File: src/design/i2crts_pkg.sv
`default_nettype none
package i2crts_pkg;

    localparam int LENGTH_BITS_DEFAULT = 16;
    localparam int WAIT_BITS = 16;
    localparam logic [WAIT_BITS-1:0] WAIT_LIMIT_RESET = 16'd50000;

    localparam int S_TDATA_W = 48;
    localparam int S_TUSER_W = 2;
    localparam int M_TDATA_W = 32;

    typedef enum logic [1:0] {
        CMD_TICK  = 2'd0,
        CMD_WRITE = 2'd1,
        CMD_READ  = 2'd2,
        CMD_NONE  = 2'd3
    } command_t;

    typedef enum logic [3:0] {
        PH_IDLE       = 4'd0,
        PH_WAIT_FREE  = 4'd1,
        PH_WAIT_SB    = 4'd2,
        PH_WAIT_ADDR  = 4'd3,
        PH_WAIT_REG   = 4'd4,
        PH_WAIT_TXE   = 4'd5,
        PH_WAIT_BTF   = 4'd6,
        PH_WAIT_SB2   = 4'd7,
        PH_WAIT_ADDR2 = 4'd8,
        PH_WAIT_RX    = 4'd9
    } phase_t;

    typedef struct packed {
        command_t    command;
        logic [6:0]  dev_addr;
        logic [7:0]  reg_addr;
        logic [15:0] length;
        logic [7:0]  data_byte;
        logic        bus_busy;
        logic        start_done;
        logic        addr_ack;
        logic        addr_nack;
        logic        tx_empty;
        logic        transfer_finished;
        logic        rx_ready;
    } in_item_t;

    typedef struct packed {
        logic       gen_start;
        logic       gen_stop;
        logic       ack_enable;
        logic       clear_nack;
        logic       tx_load;
        logic [7:0] tx_byte;
        logic       payload_taken;
        logic       rx_valid;
        logic [7:0] rx_byte;
        logic       done_res;
        logic       error;
        logic       busy_res;
    } res_item_t;

endpackage
`default_nettype wire

File: src/design/i2crts_ctrl.sv
`default_nettype none
module i2crts_ctrl
    import i2crts_pkg::*;
#(
    parameter int LENGTH_BITS = LENGTH_BITS_DEFAULT
) (
    input  wire logic                 aclk,
    input  wire logic                 aresetn,
    input  wire logic                 step,
    input  wire in_item_t             item,
    input  wire logic [WAIT_BITS-1:0] wait_limit,
    output res_item_t                 res
);

    phase_t                 phase_reg, phase_next;
    logic [WAIT_BITS-1:0]   wait_count_reg, wait_count_next;
    logic [LENGTH_BITS-1:0] byte_count_reg, byte_count_next;
    logic [6:0]             dev_addr_reg, dev_addr_next;
    logic [7:0]             reg_addr_reg, reg_addr_next;
    logic [LENGTH_BITS-1:0] length_reg, length_next;
    logic                   is_read_reg, is_read_next;

    logic [WAIT_BITS-1:0]   wc_inc;
    logic                   wait_over;
    logic                   expired;
    logic [LENGTH_BITS:0]   bc_inc;
    logic [LENGTH_BITS+1:0] bc_inc2;
    logic [LENGTH_BITS:0]   len_ext;

    assign wc_inc    = wait_count_reg + 1'b1;
    assign wait_over = (wc_inc >= wait_limit);
    assign bc_inc    = {1'b0, byte_count_reg} + 1'b1;
    assign bc_inc2   = {1'b0, bc_inc} + 1'b1;
    assign len_ext   = {1'b0, length_reg};

    always_comb begin
        phase_next      = phase_reg;
        wait_count_next = wait_count_reg;
        byte_count_next = byte_count_reg;
        dev_addr_next   = dev_addr_reg;
        reg_addr_next   = reg_addr_reg;
        length_next     = length_reg;
        is_read_next    = is_read_reg;
        expired         = 1'b0;
        res             = '0;

        unique case (phase_reg)
            PH_IDLE: begin
                if (item.command == CMD_WRITE || item.command == CMD_READ) begin
                    dev_addr_next   = item.dev_addr;
                    reg_addr_next   = item.reg_addr;
                    length_next     = item.length[LENGTH_BITS-1:0];
                    is_read_next    = (item.command == CMD_READ);
                    byte_count_next = '0;
                    phase_next      = PH_WAIT_FREE;
                    wait_count_next = '0;
                end
            end
            PH_WAIT_FREE: begin
                if (!item.bus_busy) begin
                    res.gen_start   = 1'b1;
                    phase_next      = PH_WAIT_SB;
                    wait_count_next = '0;
                end else begin
                    wait_count_next = wc_inc;
                    expired         = wait_over;
                end
            end
            PH_WAIT_SB, PH_WAIT_SB2: begin
                if (item.start_done) begin
                    res.tx_load     = 1'b1;
                    res.tx_byte     = {dev_addr_reg, phase_reg == PH_WAIT_SB2};
                    phase_next      = (phase_reg == PH_WAIT_SB2) ? PH_WAIT_ADDR2 : PH_WAIT_ADDR;
                    wait_count_next = '0;
                end else begin
                    wait_count_next = wc_inc;
                    expired         = wait_over;
                end
            end
            PH_WAIT_ADDR, PH_WAIT_ADDR2: begin
                // nack wins over ack
                if (item.addr_nack) begin
                    res.clear_nack  = 1'b1;
                    res.gen_stop    = 1'b1;
                    res.error       = 1'b1;
                    phase_next      = PH_IDLE;
                    wait_count_next = '0;
                end else if (item.addr_ack) begin
                    wait_count_next = '0;
                    if (phase_reg == PH_WAIT_ADDR) begin
                        res.tx_load = 1'b1;
                        res.tx_byte = reg_addr_reg;
                        phase_next  = PH_WAIT_REG;
                    end else if (length_reg == '0) begin
                        res.gen_stop = 1'b1;
                        res.done_res = 1'b1;
                        phase_next   = PH_IDLE;
                    end else begin
                        byte_count_next = '0;
                        if (len_ext == 1) begin
                            res.gen_stop = 1'b1;
                        end else begin
                            res.ack_enable = 1'b1;
                        end
                        phase_next = PH_WAIT_RX;
                    end
                end else begin
                    wait_count_next = wc_inc;
                    expired         = wait_over;
                end
            end
            PH_WAIT_REG: begin
                if (item.tx_empty) begin
                    wait_count_next = '0;
                    if (is_read_reg) begin
                        res.gen_start = 1'b1;
                        phase_next    = PH_WAIT_SB2;
                    end else if (length_reg == '0) begin
                        phase_next = PH_WAIT_BTF;
                    end else begin
                        res.tx_load       = 1'b1;
                        res.tx_byte       = item.data_byte;
                        res.payload_taken = 1'b1;
                        byte_count_next   = {{(LENGTH_BITS-1){1'b0}}, 1'b1};
                        phase_next        = PH_WAIT_TXE;
                    end
                end else begin
                    wait_count_next = wc_inc;
                    expired         = wait_over;
                end
            end
            PH_WAIT_TXE: begin
                if (item.tx_empty) begin
                    wait_count_next = '0;
                    if (byte_count_reg >= length_reg) begin
                        phase_next = PH_WAIT_BTF;
                    end else begin
                        res.tx_load       = 1'b1;
                        res.tx_byte       = item.data_byte;
                        res.payload_taken = 1'b1;
                        byte_count_next   = bc_inc[LENGTH_BITS-1:0];
                    end
                end else begin
                    wait_count_next = wc_inc;
                    expired         = wait_over;
                end
            end
            PH_WAIT_BTF: begin
                if (item.transfer_finished) begin
                    res.gen_stop    = 1'b1;
                    res.done_res    = 1'b1;
                    phase_next      = PH_IDLE;
                    wait_count_next = '0;
                end else begin
                    wait_count_next = wc_inc;
                    expired         = wait_over;
                end
            end
            PH_WAIT_RX: begin
                if (item.rx_ready) begin
                    res.rx_valid    = 1'b1;
                    res.rx_byte     = item.data_byte;
                    byte_count_next = bc_inc[LENGTH_BITS-1:0];
                    wait_count_next = '0;
                    if (bc_inc >= len_ext) begin
                        res.done_res = 1'b1;
                        phase_next   = PH_IDLE;
                    end else if (bc_inc2 == {1'b0, len_ext}) begin
                        res.gen_stop = 1'b1;
                    end else begin
                        res.ack_enable = 1'b1;
                    end
                end else begin
                    wait_count_next = wc_inc;
                    expired         = wait_over;
                    // keep acking while more than one byte is still due
                    if (!wait_over && bc_inc < len_ext) begin
                        res.ack_enable = 1'b1;
                    end
                end
            end
            default: begin
                phase_next      = PH_IDLE;
                wait_count_next = '0;
            end
        endcase

        if (expired) begin
            res.error       = 1'b1;
            res.ack_enable  = 1'b0;
            phase_next      = PH_IDLE;
            wait_count_next = '0;
        end

        res.busy_res = (phase_next != PH_IDLE);
    end

    always_ff @(posedge aclk) begin
        if (!aresetn) begin
            phase_reg      <= PH_IDLE;
            wait_count_reg <= '0;
            byte_count_reg <= '0;
            dev_addr_reg   <= '0;
            reg_addr_reg   <= '0;
            length_reg     <= '0;
            is_read_reg    <= 1'b0;
        end else if (step) begin
            phase_reg      <= phase_next;
            wait_count_reg <= wait_count_next;
            byte_count_reg <= byte_count_next;
            dev_addr_reg   <= dev_addr_next;
            reg_addr_reg   <= reg_addr_next;
            length_reg     <= length_next;
            is_read_reg    <= is_read_next;
        end
    end

endmodule
`default_nettype wire

File: src/design/i2c_register_transaction_sequencer.sv
`default_nettype none
// one result item per input item; m_tvalid rises in the cycle after the accept
// throughput one item per cycle while m_tready stays high; the sequencer step plus the output register set it
// s_tready drops only while a result waits and m_tready is low
// synchronous active-low reset: sequencer idle, counters cleared, wait_limit = 50000
module i2c_register_transaction_sequencer
    import i2crts_pkg::*;
#(
    parameter int LENGTH_BITS = LENGTH_BITS_DEFAULT
) (
    input  wire logic                 aclk,
    input  wire logic                 aresetn,
    input  wire logic                 cfg_wr_en,
    input  wire logic [WAIT_BITS-1:0] cfg_wr_data,
    input  wire logic                 s_tvalid,
    output logic                      s_tready,
    // dev_addr, reg_addr, length, data_byte, bus_busy, start_done, addr_ack,
    // addr_nack, tx_empty, transfer_finished, rx_ready, zero pad
    input  wire logic [S_TDATA_W-1:0] s_tdata,
    // command
    input  wire logic [S_TUSER_W-1:0] s_tuser,
    output logic                      m_tvalid,
    input  wire logic                 m_tready,
    // gen_start, gen_stop, ack_enable, clear_nack, tx_load, tx_byte, payload_taken,
    // rx_valid, rx_byte, done_res, error, busy_res, zero pad
    output logic [M_TDATA_W-1:0]      m_tdata
);

    logic [WAIT_BITS-1:0] wait_limit_reg;
    logic                 m_valid_reg;
    res_item_t            res_reg;
    in_item_t             item;
    res_item_t            res;
    logic                 accept;

    assign s_tready = !m_valid_reg || m_tready;
    assign accept   = s_tvalid && s_tready;

    assign item.command           = command_t'(s_tuser);
    assign item.dev_addr          = s_tdata[6:0];
    assign item.reg_addr          = s_tdata[14:7];
    assign item.length            = s_tdata[30:15];
    assign item.data_byte         = s_tdata[38:31];
    assign item.bus_busy          = s_tdata[39];
    assign item.start_done        = s_tdata[40];
    assign item.addr_ack          = s_tdata[41];
    assign item.addr_nack         = s_tdata[42];
    assign item.tx_empty          = s_tdata[43];
    assign item.transfer_finished = s_tdata[44];
    assign item.rx_ready          = s_tdata[45];

    i2crts_ctrl #(
        .LENGTH_BITS(LENGTH_BITS)
    ) u_ctrl (
        .aclk       (aclk),
        .aresetn    (aresetn),
        .step       (accept),
        .item       (item),
        .wait_limit (wait_limit_reg),
        .res        (res)
    );

    always_ff @(posedge aclk) begin
        if (!aresetn) begin
            wait_limit_reg <= WAIT_LIMIT_RESET;
        end else if (cfg_wr_en) begin
            wait_limit_reg <= cfg_wr_data;
        end
    end

    always_ff @(posedge aclk) begin
        if (!aresetn) begin
            m_valid_reg <= 1'b0;
        end else if (s_tready) begin
            m_valid_reg <= s_tvalid;
        end
    end

    always_ff @(posedge aclk) begin
        if (accept) begin
            res_reg <= res;
        end
    end

    assign m_tvalid = m_valid_reg;
    assign m_tdata  = {6'd0,
                       res_reg.busy_res,
                       res_reg.error,
                       res_reg.done_res,
                       res_reg.rx_byte,
                       res_reg.rx_valid,
                       res_reg.payload_taken,
                       res_reg.tx_byte,
                       res_reg.tx_load,
                       res_reg.clear_nack,
                       res_reg.ack_enable,
                       res_reg.gen_stop,
                       res_reg.gen_start};

endmodule
`default_nettype wire

File: config.mk
export PLATFORM = sky130hd
export DESIGN_NAME = i2c_register_transaction_sequencer
export DESIGN_NICKNAME = d
export VERILOG_FILES = /design/src/design/i2crts_pkg.sv /design/src/design/i2crts_ctrl.sv /design/src/design/i2c_register_transaction_sequencer.sv
export SDC_FILE = /design/constraint.sdc
export NUM_CORES = 1
export LEC_CHECK = 0
export BUFFER_PORTS_ARGS = -buffer_cell sky130_fd_sc_hd__buf_4
export CORE_MARGIN = 10
export CORE_UTILIZATION = 50
export CTS_CLUSTER_DIAMETER = 120
export DETAILED_ROUTE_END_ITERATION = 6
export MAX_ROUTING_LAYER = met4
export PLACE_DENSITY_LB_ADDON = 0.15
export RECOVER_POWER = 100
export SYNTH_ARGS = -nofsm -noshare
export SYNTH_HDL_FRONTEND = slang
export SYNTH_SLANG_ARGS = --single-unit
export TNS_END_PERCENT = 1
File: constraint.sdc
create_clock -name aclk -period 9.35 [get_ports aclk]
set_input_delay 1.87 -clock aclk [delete_from_list [all_inputs] [get_ports aclk]]
set_output_delay 1.87 -clock aclk [all_outputs]
set_load 0.01 [all_outputs]
* Yosys cells after proc, flatten, opt, wreduce, memory -nomap -nowiden
Cells that the tools add are included.
** Word-level totals
- Register bits :: 111
- Input port bits :: 71
- Output and inout bits :: 34
- Logic and storage cells :: 158
** Cells by class
- $add $sub $neg :: 3
- Order comparisons :: 4
- Equal/unequal tests :: 25
- Multiplexer cells :: 88
- Reduce and logical (&&, ||, !) cells :: 17
** Operators by type and width (number)
- $mux 16 :: 19
- $pmux 16 s7 :: 1
- $pmux 16 s5 :: 1
- $mux 4 :: 16
- $mux 10 :: 6
- $mux 9 :: 4
- $pmux 9 s4 :: 1
- $ge 16x16->1 :: 2
- $pmux 4 s8 :: 1
- $mux 1 :: 29
- $ne 2x2->1 const B :: 10
- $add 17x1->18 const B :: 1
- $eq 18x16->1 :: 1
- $add 16x1->17 const B :: 1
- $ge 17x16->1 :: 1
- $lt 17x16->1 :: 1
- $add 16x1->16 const B :: 1
- $eq 16x1->1 const B :: 1
- $eq 4x3->1 const B :: 4
- $logic_not 16->1 :: 1
- $reduce_and 13->1 :: 1
- $eq 4x2->1 const B :: 2
- $eq 4x4->1 const B :: 2
- $mux 2 :: 4
- other kinds (17) :: 26

* Logic depth before layout (Yosys ltp)
Gate-level depths: netlist of run 1.
- Depth in word-level cells :: 8
- Depth in mapped cells :: 16
- Gate-level depth less buffers :: 16

* Cells and area by module
Synthesis of run 1 repeated with hierarchy kept, for this count alone.
** Unflattened totals
- Cells, all modules :: 872
- Area total of the unflattened synthesis :: 7235.7 sq um
** By module, submodules not included
- i2crts_ctrl :: instances 1, cells each 783, area an instance 5760.5 sq um, seq. area each 1361.3 sq um
- i2c_register_transaction_sequencer :: instances 1, cells each 89, area an instance 1475.2 sq um, seq. area each 1121.1 sq um

* Least setup slack after synthesis of run 1
OpenSTA, ideal clock, no wires.
- Kind :: input-to-reg
- Start :: in m_tready
- End :: reg u_ctrl.byte_count_reg[8]
- Library setup time :: 70 ps
- Arrival time :: 4508 ps
- Data required time :: 9280 ps
- Setup slack :: 4772 ps
- Cell stages on the path :: 9
- Path buffers :: 1
- Cells stage by stage :: nand2b_1 > nand2_2 > inv_1 > nand2_1 > or4_1 > a211o_1 > buf_2 > or4_1 > a21oi_1
** On the way
- Word-level cells in the longest chain between the ends :: 3
** RTL lines
- start: declaration :: line i2c_register_transaction_sequencer.sv:23 : input wire logic m_tready,
- $logic_or 1x1->1 :: line i2c_register_transaction_sequencer.sv:36 : assign s_tready = !m_valid_reg || m_tready;
- $logic_and 1x1->1 :: line i2c_register_transaction_sequencer.sv:37 : assign accept = s_tvalid && s_tready;
- net accept :: line i2c_register_transaction_sequencer.sv:34 : logic accept;
- $reduce_and 13->1 (no line)
- end signal: assignment :: line i2crts_ctrl.sv:210 : byte_count_reg <= byte_count_next;
- end: declaration :: line i2crts_ctrl.sv:17 : logic [LENGTH_BITS-1:0] byte_count_reg, byte_count_next;
The timed path passes the listed nets, and every way through them passes these cells.
A chain may end at the register's enable or synchronous reset.

* Worst setup path in the final report of run 1
Ends and elaborated chain as after synthesis.

==> results of run 1 <==
-- per-stage QoR --
step	cell area [um2]	util	hold slack (ps)	total power, mW	cells
after floorplan	7320	-	436	0.642	905
after global placement	8080	0.560	442	0.708	1138
after detailed placement	8080	0.560	446	0.709	1138
after CTS	8340	0.579	457	1.07	1154
after global routing	8200	0.569	476	1.10	1154
final	8200	0.569	454	1.06	1154
-- critical path, delay by kind of cell --
kind / cells / cell delay (ps)
simple gates: 5 / 2330
buf+inv: 3 / 1420
compound gates: 2 / 370
-- worst max path at each step --
| stage | endpoint | start | slack (ps) |
|---|---|---|---|
| 3_3_place_gp | u_ctrl.byte_count_reg[10]$_SDFFE_PN0P_ | m_tready | 3760 |
| 3_5_place_dp | u_ctrl.byte_count_reg[2]$_SDFFE_PN0P_ | m_tready | 3770 |
| 2_1_floorplan | u_ctrl.byte_count_reg[8]$_SDFFE_PN0P_ | m_tready | 4770 |
| 4_1_cts | u_ctrl.byte_count_reg[2]$_SDFFE_PN0P_ | m_tready | 4090 |
| 6_report | u_ctrl.byte_count_reg[8]$_SDFFE_PN0P_ | m_tready | 3600 |
| 5_1_grt | u_ctrl.byte_count_reg[2]$_SDFFE_PN0P_ | m_tready | 3160 |
-- placed cells by master, fill, tap and decap left out, drive strengths merged, types with 13 or more instances in the layout --
cell and n:
a21o 13, a21oi 94, and3 14, buf 68, clkbuf 49, dfxtp 85
edfxtp 26, ha 52, inv 65, nand2 121, nand3 41, nand4 16
nor2 58, nor3 24, nor4 17, o21ai 28, xnor2 43
-- cells by family after synthesis --
family          count (synthesis)  synth area share
simple gates                  342             0.234
compound gates                209             0.183
buf+inv                       121            0.0709
flops                         111             0.340
fa+ha+maj                      52            0.0891
xor+xnor                       52            0.0663
mux                            12            0.0166
other cells                     1          0.000513
-- per-layer routing --
layer / GRT usage / share of wire / vias to the layer above
met5: - / 0 / -
met4: 0.0511 / 0.014 / 0
met3: 0.0343 / 0.063 / 25
met2: 0.302 / 0.45 / 228
met1: 0.260 / 0.47 / 3106
li1: - / - / 3330
-- where the power goes --
group          internal [mW]  switching (mW)
Sequential             0.510          0.0154
Combinational         0.0673           0.101
Clock                  0.182           0.180
-- area by class of cell --
cell class	count	area [um2]	area share
Sequential cell	111	2480	0.303
Tap cell	184	230	0.0281
Timing Repair Buffer	106	661	0.0805
Clock inverter	5	35.0	0.00427
Clock buffer	11	233	0.0284
Inverter	64	240	0.0293
Multi-Input combinational cell	673	4320	0.527
==> metrics.txt, run 1 <==
via count 6689; io pins 105; die area ~20000 um2; htree depth 3; warnings from Yosys 0; maxcap violations 2; Final Cycle Share 0.615; syn avg cell area 8.12 um2; Async SR Flop Fraction 0; drt first pass iters 5; Nets approximately 1100; CP Capture Type flip-flop; setup bufs post-CTS 0; Yosys reg bits 111; Die Wd 141 um; Area contributors post-synth dfxtp_1, edfxtp_1, ha_1; most frequent cells after synthesis nand2_1, a21oi_1, dfxtp_1; R2R Path End m_tdata[25]$_DFFE_PP_; min-delay src u_ctrl.reg_addr_reg[3]$_SDFFE_PN0P_; Setup Slack @ Placement 3770 ps; max frequency 174 MHz; HP Class flip-flop to flip-flop; DRC 0; vias per cell between 5 and 6; mapped cell area 7300 um2; # setup viols final 0; clk buf depth 2; Cell variety after synth slightly below 80; largest net degree at the start of global routing just over 70; Post-synth EDFFs 26; Num CTS Buffers 9; Clk Latency, worst-skew pair 360 ps; CP Data Required Time 9600 ps; post-DP HPWL 14.2 mm; RSZ-0062 raised after global routing false; clock sink total 111; Hold-fix buffers, CTS 0; Setup crit start kind input port; DRT iter0 DRCs between 600 and 700; pwr dens 129 nW/um2; Post-CTS Resized 0; FF-to-FF Start u_ctrl.byte_count_reg[1]$_SDFFE_PN0P_; layout cells sized above 1 0.108; flop2flop setup slack about 4400 ps; Min-Delay Endpoint u_ctrl.reg_addr_reg[3]$_SDFFE_PN0P_; maximum fanout along the worst path 28; R2R depth 14; Rows between 40 and 50; Syn Inst Count 900; Worst-path clk slew approximately 80 ps; CP max stage delay between 800 and 900 ps; CORE AREA 14400 um2; P&R area growth vs syn 12.3%; initial antenna violation count 0; Port Buffers between 90 and 100; fin crit period 5750 ps; RePlAce Congestion roughly 0.96; final worst setup slack about 3600 ps; Seq/Total Area, Yosys 0.340; routed length per instance 16.8 um; clock tree from TritonCTS built; slew margin rel. -1.13; share of the synthesized area in the top cell type 0.233; root cell of the clock tree clkbuf_16; # diodes 0; endpoints failing hold 0; Synth area leader dfxtp_1; first-pass GRT wire length 31.7 mm; peak supply drop 81.2 uV; final slew viol count 104; All-Layer GR Usage 0.196; Worst EP arrival approximately 6000 ps; Slowest cell on crit path inv_1; global route overflow 0; final wirelength approximately 19 mm; vias in the first global route about 6200; failing checks capacitance limit, slew limit; crit-path cells clkbuf_4 -> nand2b_1 -> nand2_1 -> inv_1 -> nand2_1 -> or4_1 -> a211o_1 -> clkbuf_1 -> or4_1 -> a21oi_1; Worst Hold Depth 2; Crit Path Category input port to flip-flop; Initial Utilization 0.506; worst-margin pin slew about 3200 ps; clk_skew 9.42 ps; setup_tns 0 ps; Filler cells 1375; Die H 141 um; most frequent cell after synthesis nand2_1; outcome complete, but fails checks; ys flop type dfxtp_1; LEAKAGE between 3 and 4 nW; number of flip-flops under the largest register name 26; DRT antenna net count 0
Power figures use the tool's default switching activity.
==> run 2, diff against run 1 <==
==> constraint.sdc (replaced) <==
create_clock -name aclk -period 5 [get_ports aclk]
set_input_delay 1 -clock aclk [delete_from_list [all_inputs] [get_ports aclk]]
set_output_delay 1 -clock aclk [all_outputs]
set_load 0.01 [all_outputs]
==> run 2 against run 1 <==
Final cell count rose by 0.52%. Critical path type is now flip-flop to flip-flop. Largest power group unchanged. Wire length grew 4.3%. Critical path depth is 7 higher. Sequential cell count did not move. Sequential share of layout area shrank 0.33 points. The run still ends with capacitance limit, slew limit left. Utilization up 0.63 points.
==> metrics.txt, run 2 (synthesis results as in run 1) <==
P&R area growth vs syn 13.5%; clock share of power 0.375; number of flip-flops under the largest register name 26; routed length per instance 17.4 um; RSZ-0062 raised after global routing false; RePlAce Congestion 0.923; setup_tns 0 ps; Critical Path Start u_ctrl.wait_count_reg[2]$_SDFFE_PN0P_; Setup Slack @ Placement ~780 ps; Post-DP Area 8120 um2; DRT iter0 DRCs 668; All-Layer GR Usage 0.202; commonest non-fill, non-tap cell in the layout nand2_1; post-route cell area 8290 um2; final core occ 0.575; clk buf depth 2; Port Buffers 96; Overall Power 2.08 mW; CORE AREA around 14000 um2; clock sink total 111; outcome complete, but fails checks; setup bufs post-CTS 0; CP Data Required Time 5270 ps; largest net degree at the start of global routing 50; pwr dens 251 nW/um2; Worst-path clk slew 70 ps; switch share 0.270; clock tree from TritonCTS built; HP Class flip-flop to flip-flop; global route overflow 0; fin crit period 4540 ps; flop2flop setup slack approximately 460 ps; Filler cells 1382; max frequency around 220 MHz; final worst setup slack 460 ps; P_sw 0.563 mW; root cell of the clock tree clkbuf_16; Setup crit start kind flip-flop; worst-margin pin slew approximately 2200 ps; final wirelength between 20 and 25 mm; vias in the first global route ~6300; Num CTS Buffers 9; cell internal pwr 1.52 mW; R2R Path End u_ctrl.wait_count_reg[9]$_SDFFE_PN0P_; peak supply drop approximately 150 uV; endpoints failing hold 0; first-pass GRT wire length ~32 mm; Crit Path Category flip-flop to flip-flop; Die Wd about 140 um; FF-to-FF Start u_ctrl.wait_count_reg[2]$_SDFFE_PN0P_; DRC 0; Final Cycle Share 0.908; power share of the sequential group 0.471; maximum fanout along the worst path 16; # setup viols final 0; Clk Latency, worst-skew pair 360 ps; htree depth 3; # diodes 0; vias per cell 5.81; layout cells sized above 1 0.114; DRT antenna net count 0; CP Capture Type flip-flop; Rows 44; die area 19800 um2; drt first pass iters 6; io pins around 110; post-DP HPWL 14.8 mm; crit path capture u_ctrl.wait_count_reg[9]$_SDFFE_PN0P_; failing checks capacitance limit, slew limit; most frequent cells in the layout nand2_1, a21oi_1, dfxtp_1; via count about 6700; LEAKAGE ~3.4 nW; R2R depth 17; Worst EP arrival 4810 ps; Gate power share 0.154; Initial Utilization 0.506; clk_skew 7.84 ps; fin cells 1160; Post-CTS Resized 0; slew margin rel. -0.493; maxcap violations 3; final slew viol count approximately 110; Hold WS 457 ps; Nets ~1100; Hold-fix buffers, CTS 0; DP Cell Count 1144; Die H 141 um; initial antenna violation count 0
[run 2: cell types whose count changed in the layout (fill, tap and decap cells not counted), sizes merged]
cell,delta
buf,+6
clkbuf,-2
clkinvlp,+1
inv,+1
bufinv,+2
clkinv,-2
[run 2: final cells by class]
class | instances | area, um2 | share of cell area
clock buffers | 9 | 225 | 0.0272
clock inverters | 7 | 92.6 | 0.0112
inverters | 64 | 240 | 0.0290
multi-input cells | 673 | 4320 | 0.521
flip-flops and latches | 111 | 2480 | 0.299
well taps | 184 | 230 | 0.0278
repair buffers | 112 | 702 | 0.0846
[run 2: how the worst min path moves through the flow]
stage,from,to,slack (ps),cells past startpoint
detailed placement,u_ctrl.dev_addr_reg[4]$_SDFFE_PN0P_,u_ctrl.dev_addr_reg[4]$_SDFFE_PN0P_,450,2
finish,u_ctrl.dev_addr_reg[2]$_SDFFE_PN0P_,u_ctrl.dev_addr_reg[2]$_SDFFE_PN0P_,460,2
CTS,u_ctrl.dev_addr_reg[4]$_SDFFE_PN0P_,u_ctrl.dev_addr_reg[4]$_SDFFE_PN0P_,460,2
floorplan,u_ctrl.reg_addr_reg[1]$_SDFFE_PN0P_,u_ctrl.reg_addr_reg[1]$_SDFFE_PN0P_,440,2
global route,u_ctrl.reg_addr_reg[4]$_SDFFE_PN0P_,u_ctrl.reg_addr_reg[4]$_SDFFE_PN0P_,480,2
global placement,u_ctrl.dev_addr_reg[4]$_SDFFE_PN0P_,u_ctrl.dev_addr_reg[4]$_SDFFE_PN0P_,440,2
[run 2: power groups by stage]
stage	logic [mW]	clock network [mW]	registers, mW
after floorplan	0.204	0	0.996
after global placement	0.327	0	1.00
after detailed placement	0.330	0	1.00
after CTS	0.332	0.796	0.980
after global routing	0.354	0.833	0.985
final	0.320	0.781	0.981
[run 2: routing by layer]
metal / share of wire / GRT usage / up-vias
met5: 0 / - / -
met3: 0.064 / 0.0433 / 33
met4: 0.017 / 0.0576 / 0
met2: 0.44 / 0.304 / 226
met1: 0.48 / 0.268 / 3142
li1: - / - / 3339
[run 2: worst max-delay path, cell delays in order, from the launching register on]
cell      delay [ps]
dfxtp_1          410
and3_1           240
and3_1           230
nand2_1           80
nor2_1           220
and3_1           290
nand3_1          130
xnor2_1          230
ha_1             310
a21oi_1          230
nor2b_1           70
o21ai_0          140
o211ai_1         140
a311oi_2         250
clkbuf_1         610
nand2_1          250
or4_1            450
a21oi_1          160
==> run 3, diff against run 2 <==
--- a/config.mk
+++ b/config.mk
@@ -8,6 +8,7 @@
 export BUFFER_PORTS_ARGS = -buffer_cell sky130_fd_sc_hd__buf_4
 export CORE_MARGIN = 10
 export CORE_UTILIZATION = 50
+export CTS_BUF_LIST = sky130_fd_sc_hd__clkbuf_4
 export CTS_CLUSTER_DIAMETER = 120
 export DETAILED_ROUTE_END_ITERATION = 6
 export MAX_ROUTING_LAYER = met4
==> run 3 against run 2 <==
The flow still finishes with violations (capacitance limit, slew limit). Clock skew rose by 6.8 ps. Critical path depth unchanged. Die area did not move. Combinational power is essentially flat. Largest power group unchanged. Utilization down 1.1 points. Setup slack gained 9.7 ps. Sequential share of layout area grew 0.57 points. Final cell count is essentially flat. Non-clock buffer count did not move. Sequential cell count did not move.
==> metrics.txt, run 3 (synthesis results as in run 1) <==
outcome complete, but fails checks; failing checks capacitance limit, slew limit; CORE AREA 14400 um2; DP Cell Count 1144; number of flip-flops under the largest register name 26; io pins 105; worst-margin pin slew around 2200 ps; M1 GR Usage 0.269; vias in the first global route 6214; met3 Usage GRT 0.0359; RSZ-0062 raised after global routing false; DRT antenna net count 0; Post-CTS Resized 0; clock sink total ~110; Worst EP arrival 4950 ps; layout cells sized above 1 0.114; # setup viols final 0; gr busiest metal met2; Setup crit start kind flip-flop; RePlAce Congestion just over 0.9; vias per cell 5.78; P&R area growth vs syn 11.4%; Initial Utilization 0.506; maximum fanout along the worst path 16; setup bufs post-CTS 0; All-Layer GR Usage 0.200; Crit Path Category flip-flop to flip-flop; most frequent cells in the layout nand2_1, a21oi_1, dfxtp_1; Die H 141 um; maxcap violations 3; Port Buffers 96; DRC 0; Nets 1094; Post-DP Area 8120 um2; via count approximately 6700; max frequency between 200 and 250 MHz; Rows 44; pwr dens 223 nW/um2; Clk Latency, worst-skew pair 510 ps; CP Data Required Time roughly 5400 ps; clock tree from TritonCTS built; final wirelength around 20 mm; LEAKAGE between 3 and 4 nW; HP Class flip-flop to flip-flop; Overall Power 1.81 mW; fin crit period 4530 ps; Hold WS roughly 470 ps; drt first pass iters 6; Num CTS Buffers 9; largest net degree at the start of global routing 50; htree depth 3; global route overflow 0; routed length per instance 17.2 um; final core occ 0.564; final worst setup slack about 470 ps; clk_skew about 15 ps; Die Wd 141 um; endpoints failing hold 0; peak supply drop 139 uV; root cell of the clock tree clkbuf_4; post-DP HPWL 14.8 mm; Setup Slack @ Placement 776 ps; CP Capture Type flip-flop; DRT iter0 DRCs around 700; Final Cycle Share 0.906; Worst-path clk slew around 170 ps; setup_tns 0 ps; global-route met2 utilization 0.300; Hold-fix buffers, CTS 0; first-pass GRT wire length 32.0 mm; fin cells 1161; slew margin rel. -0.471; post-route cell area 8140 um2; clk buf depth 2; final slew viol count 111; die area 19800 um2; commonest non-fill, non-tap cell in the layout nand2_1; initial antenna violation count 1
run 3: cell count changes in the layout (fill, tap and decap cells not counted):
cell,change
clkbuf_16,-9
clkbuf_4,+9
diode_2,+1
run 3: worst paths after layout:
| path | start | end | slack [ps] | cells after the start |
|---|---|---|---|---|
| max | u_ctrl.wait_count_reg[2]$_SDFFE_PN0P_ | u_ctrl.wait_count_reg[9]$_SDFFE_PN0P_ | 470 | 17 |
| min | u_ctrl.dev_addr_reg[2]$_SDFFE_PN0P_ | u_ctrl.dev_addr_reg[2]$_SDFFE_PN0P_ | 470 | 2 |
| max reg2reg | u_ctrl.wait_count_reg[2]$_SDFFE_PN0P_ | u_ctrl.wait_count_reg[9]$_SDFFE_PN0P_ | 470 | 17 |
| min reg2reg | u_ctrl.dev_addr_reg[2]$_SDFFE_PN0P_ | u_ctrl.dev_addr_reg[2]$_SDFFE_PN0P_ | 470 | 2 |
run 3: final cells by class:
class                      count  area [um2]
antenna                        1        2.50
clock buffer                   9        67.6
clock inverter                 7        92.6
fill                        1405        6290
inverter                      64         240
multi-input combinational    673        4320
sequential                   111        2480
tap                          184         230
timing repair buffer         112         702
run 3: routing by layer:
metal | wire length, um | vias up | part of all wire
met1 | 9550 | 3104 | 0.48
met3 | 1250 | 29 | 0.063
met5 | 0 | - | 0
met2 | 8820 | 240 | 0.44
li1 | - | 3338 | -
met4 | 294 | 0 | 0.015
run 3: critical path: stages, from the launching register on:
cell	delay (ps)
dfxtp_1	440
and3_1	240
and3_1	220
nand2_1	80
nor2_1	220
and3_1	290
nand3_1	120
xnor2_1	220
ha_1	310
a21oi_1	230
nor2b_1	70
o21ai_0	140
o211ai_1	140
a311oi_2	250
clkbuf_1	610
nand2_1	260
or4_1	450
a21oi_1	160
run 3: power breakdown:
| part | leakage, nW | internal (mW) | switching [mW] |
|---|---|---|---|
| Clock | 0.0820 | 0.203 | 0.309 |
| Combinational | 2.27 | 0.127 | 0.192 |
| Sequential | 0.955 | 0.954 | 0.0277 |
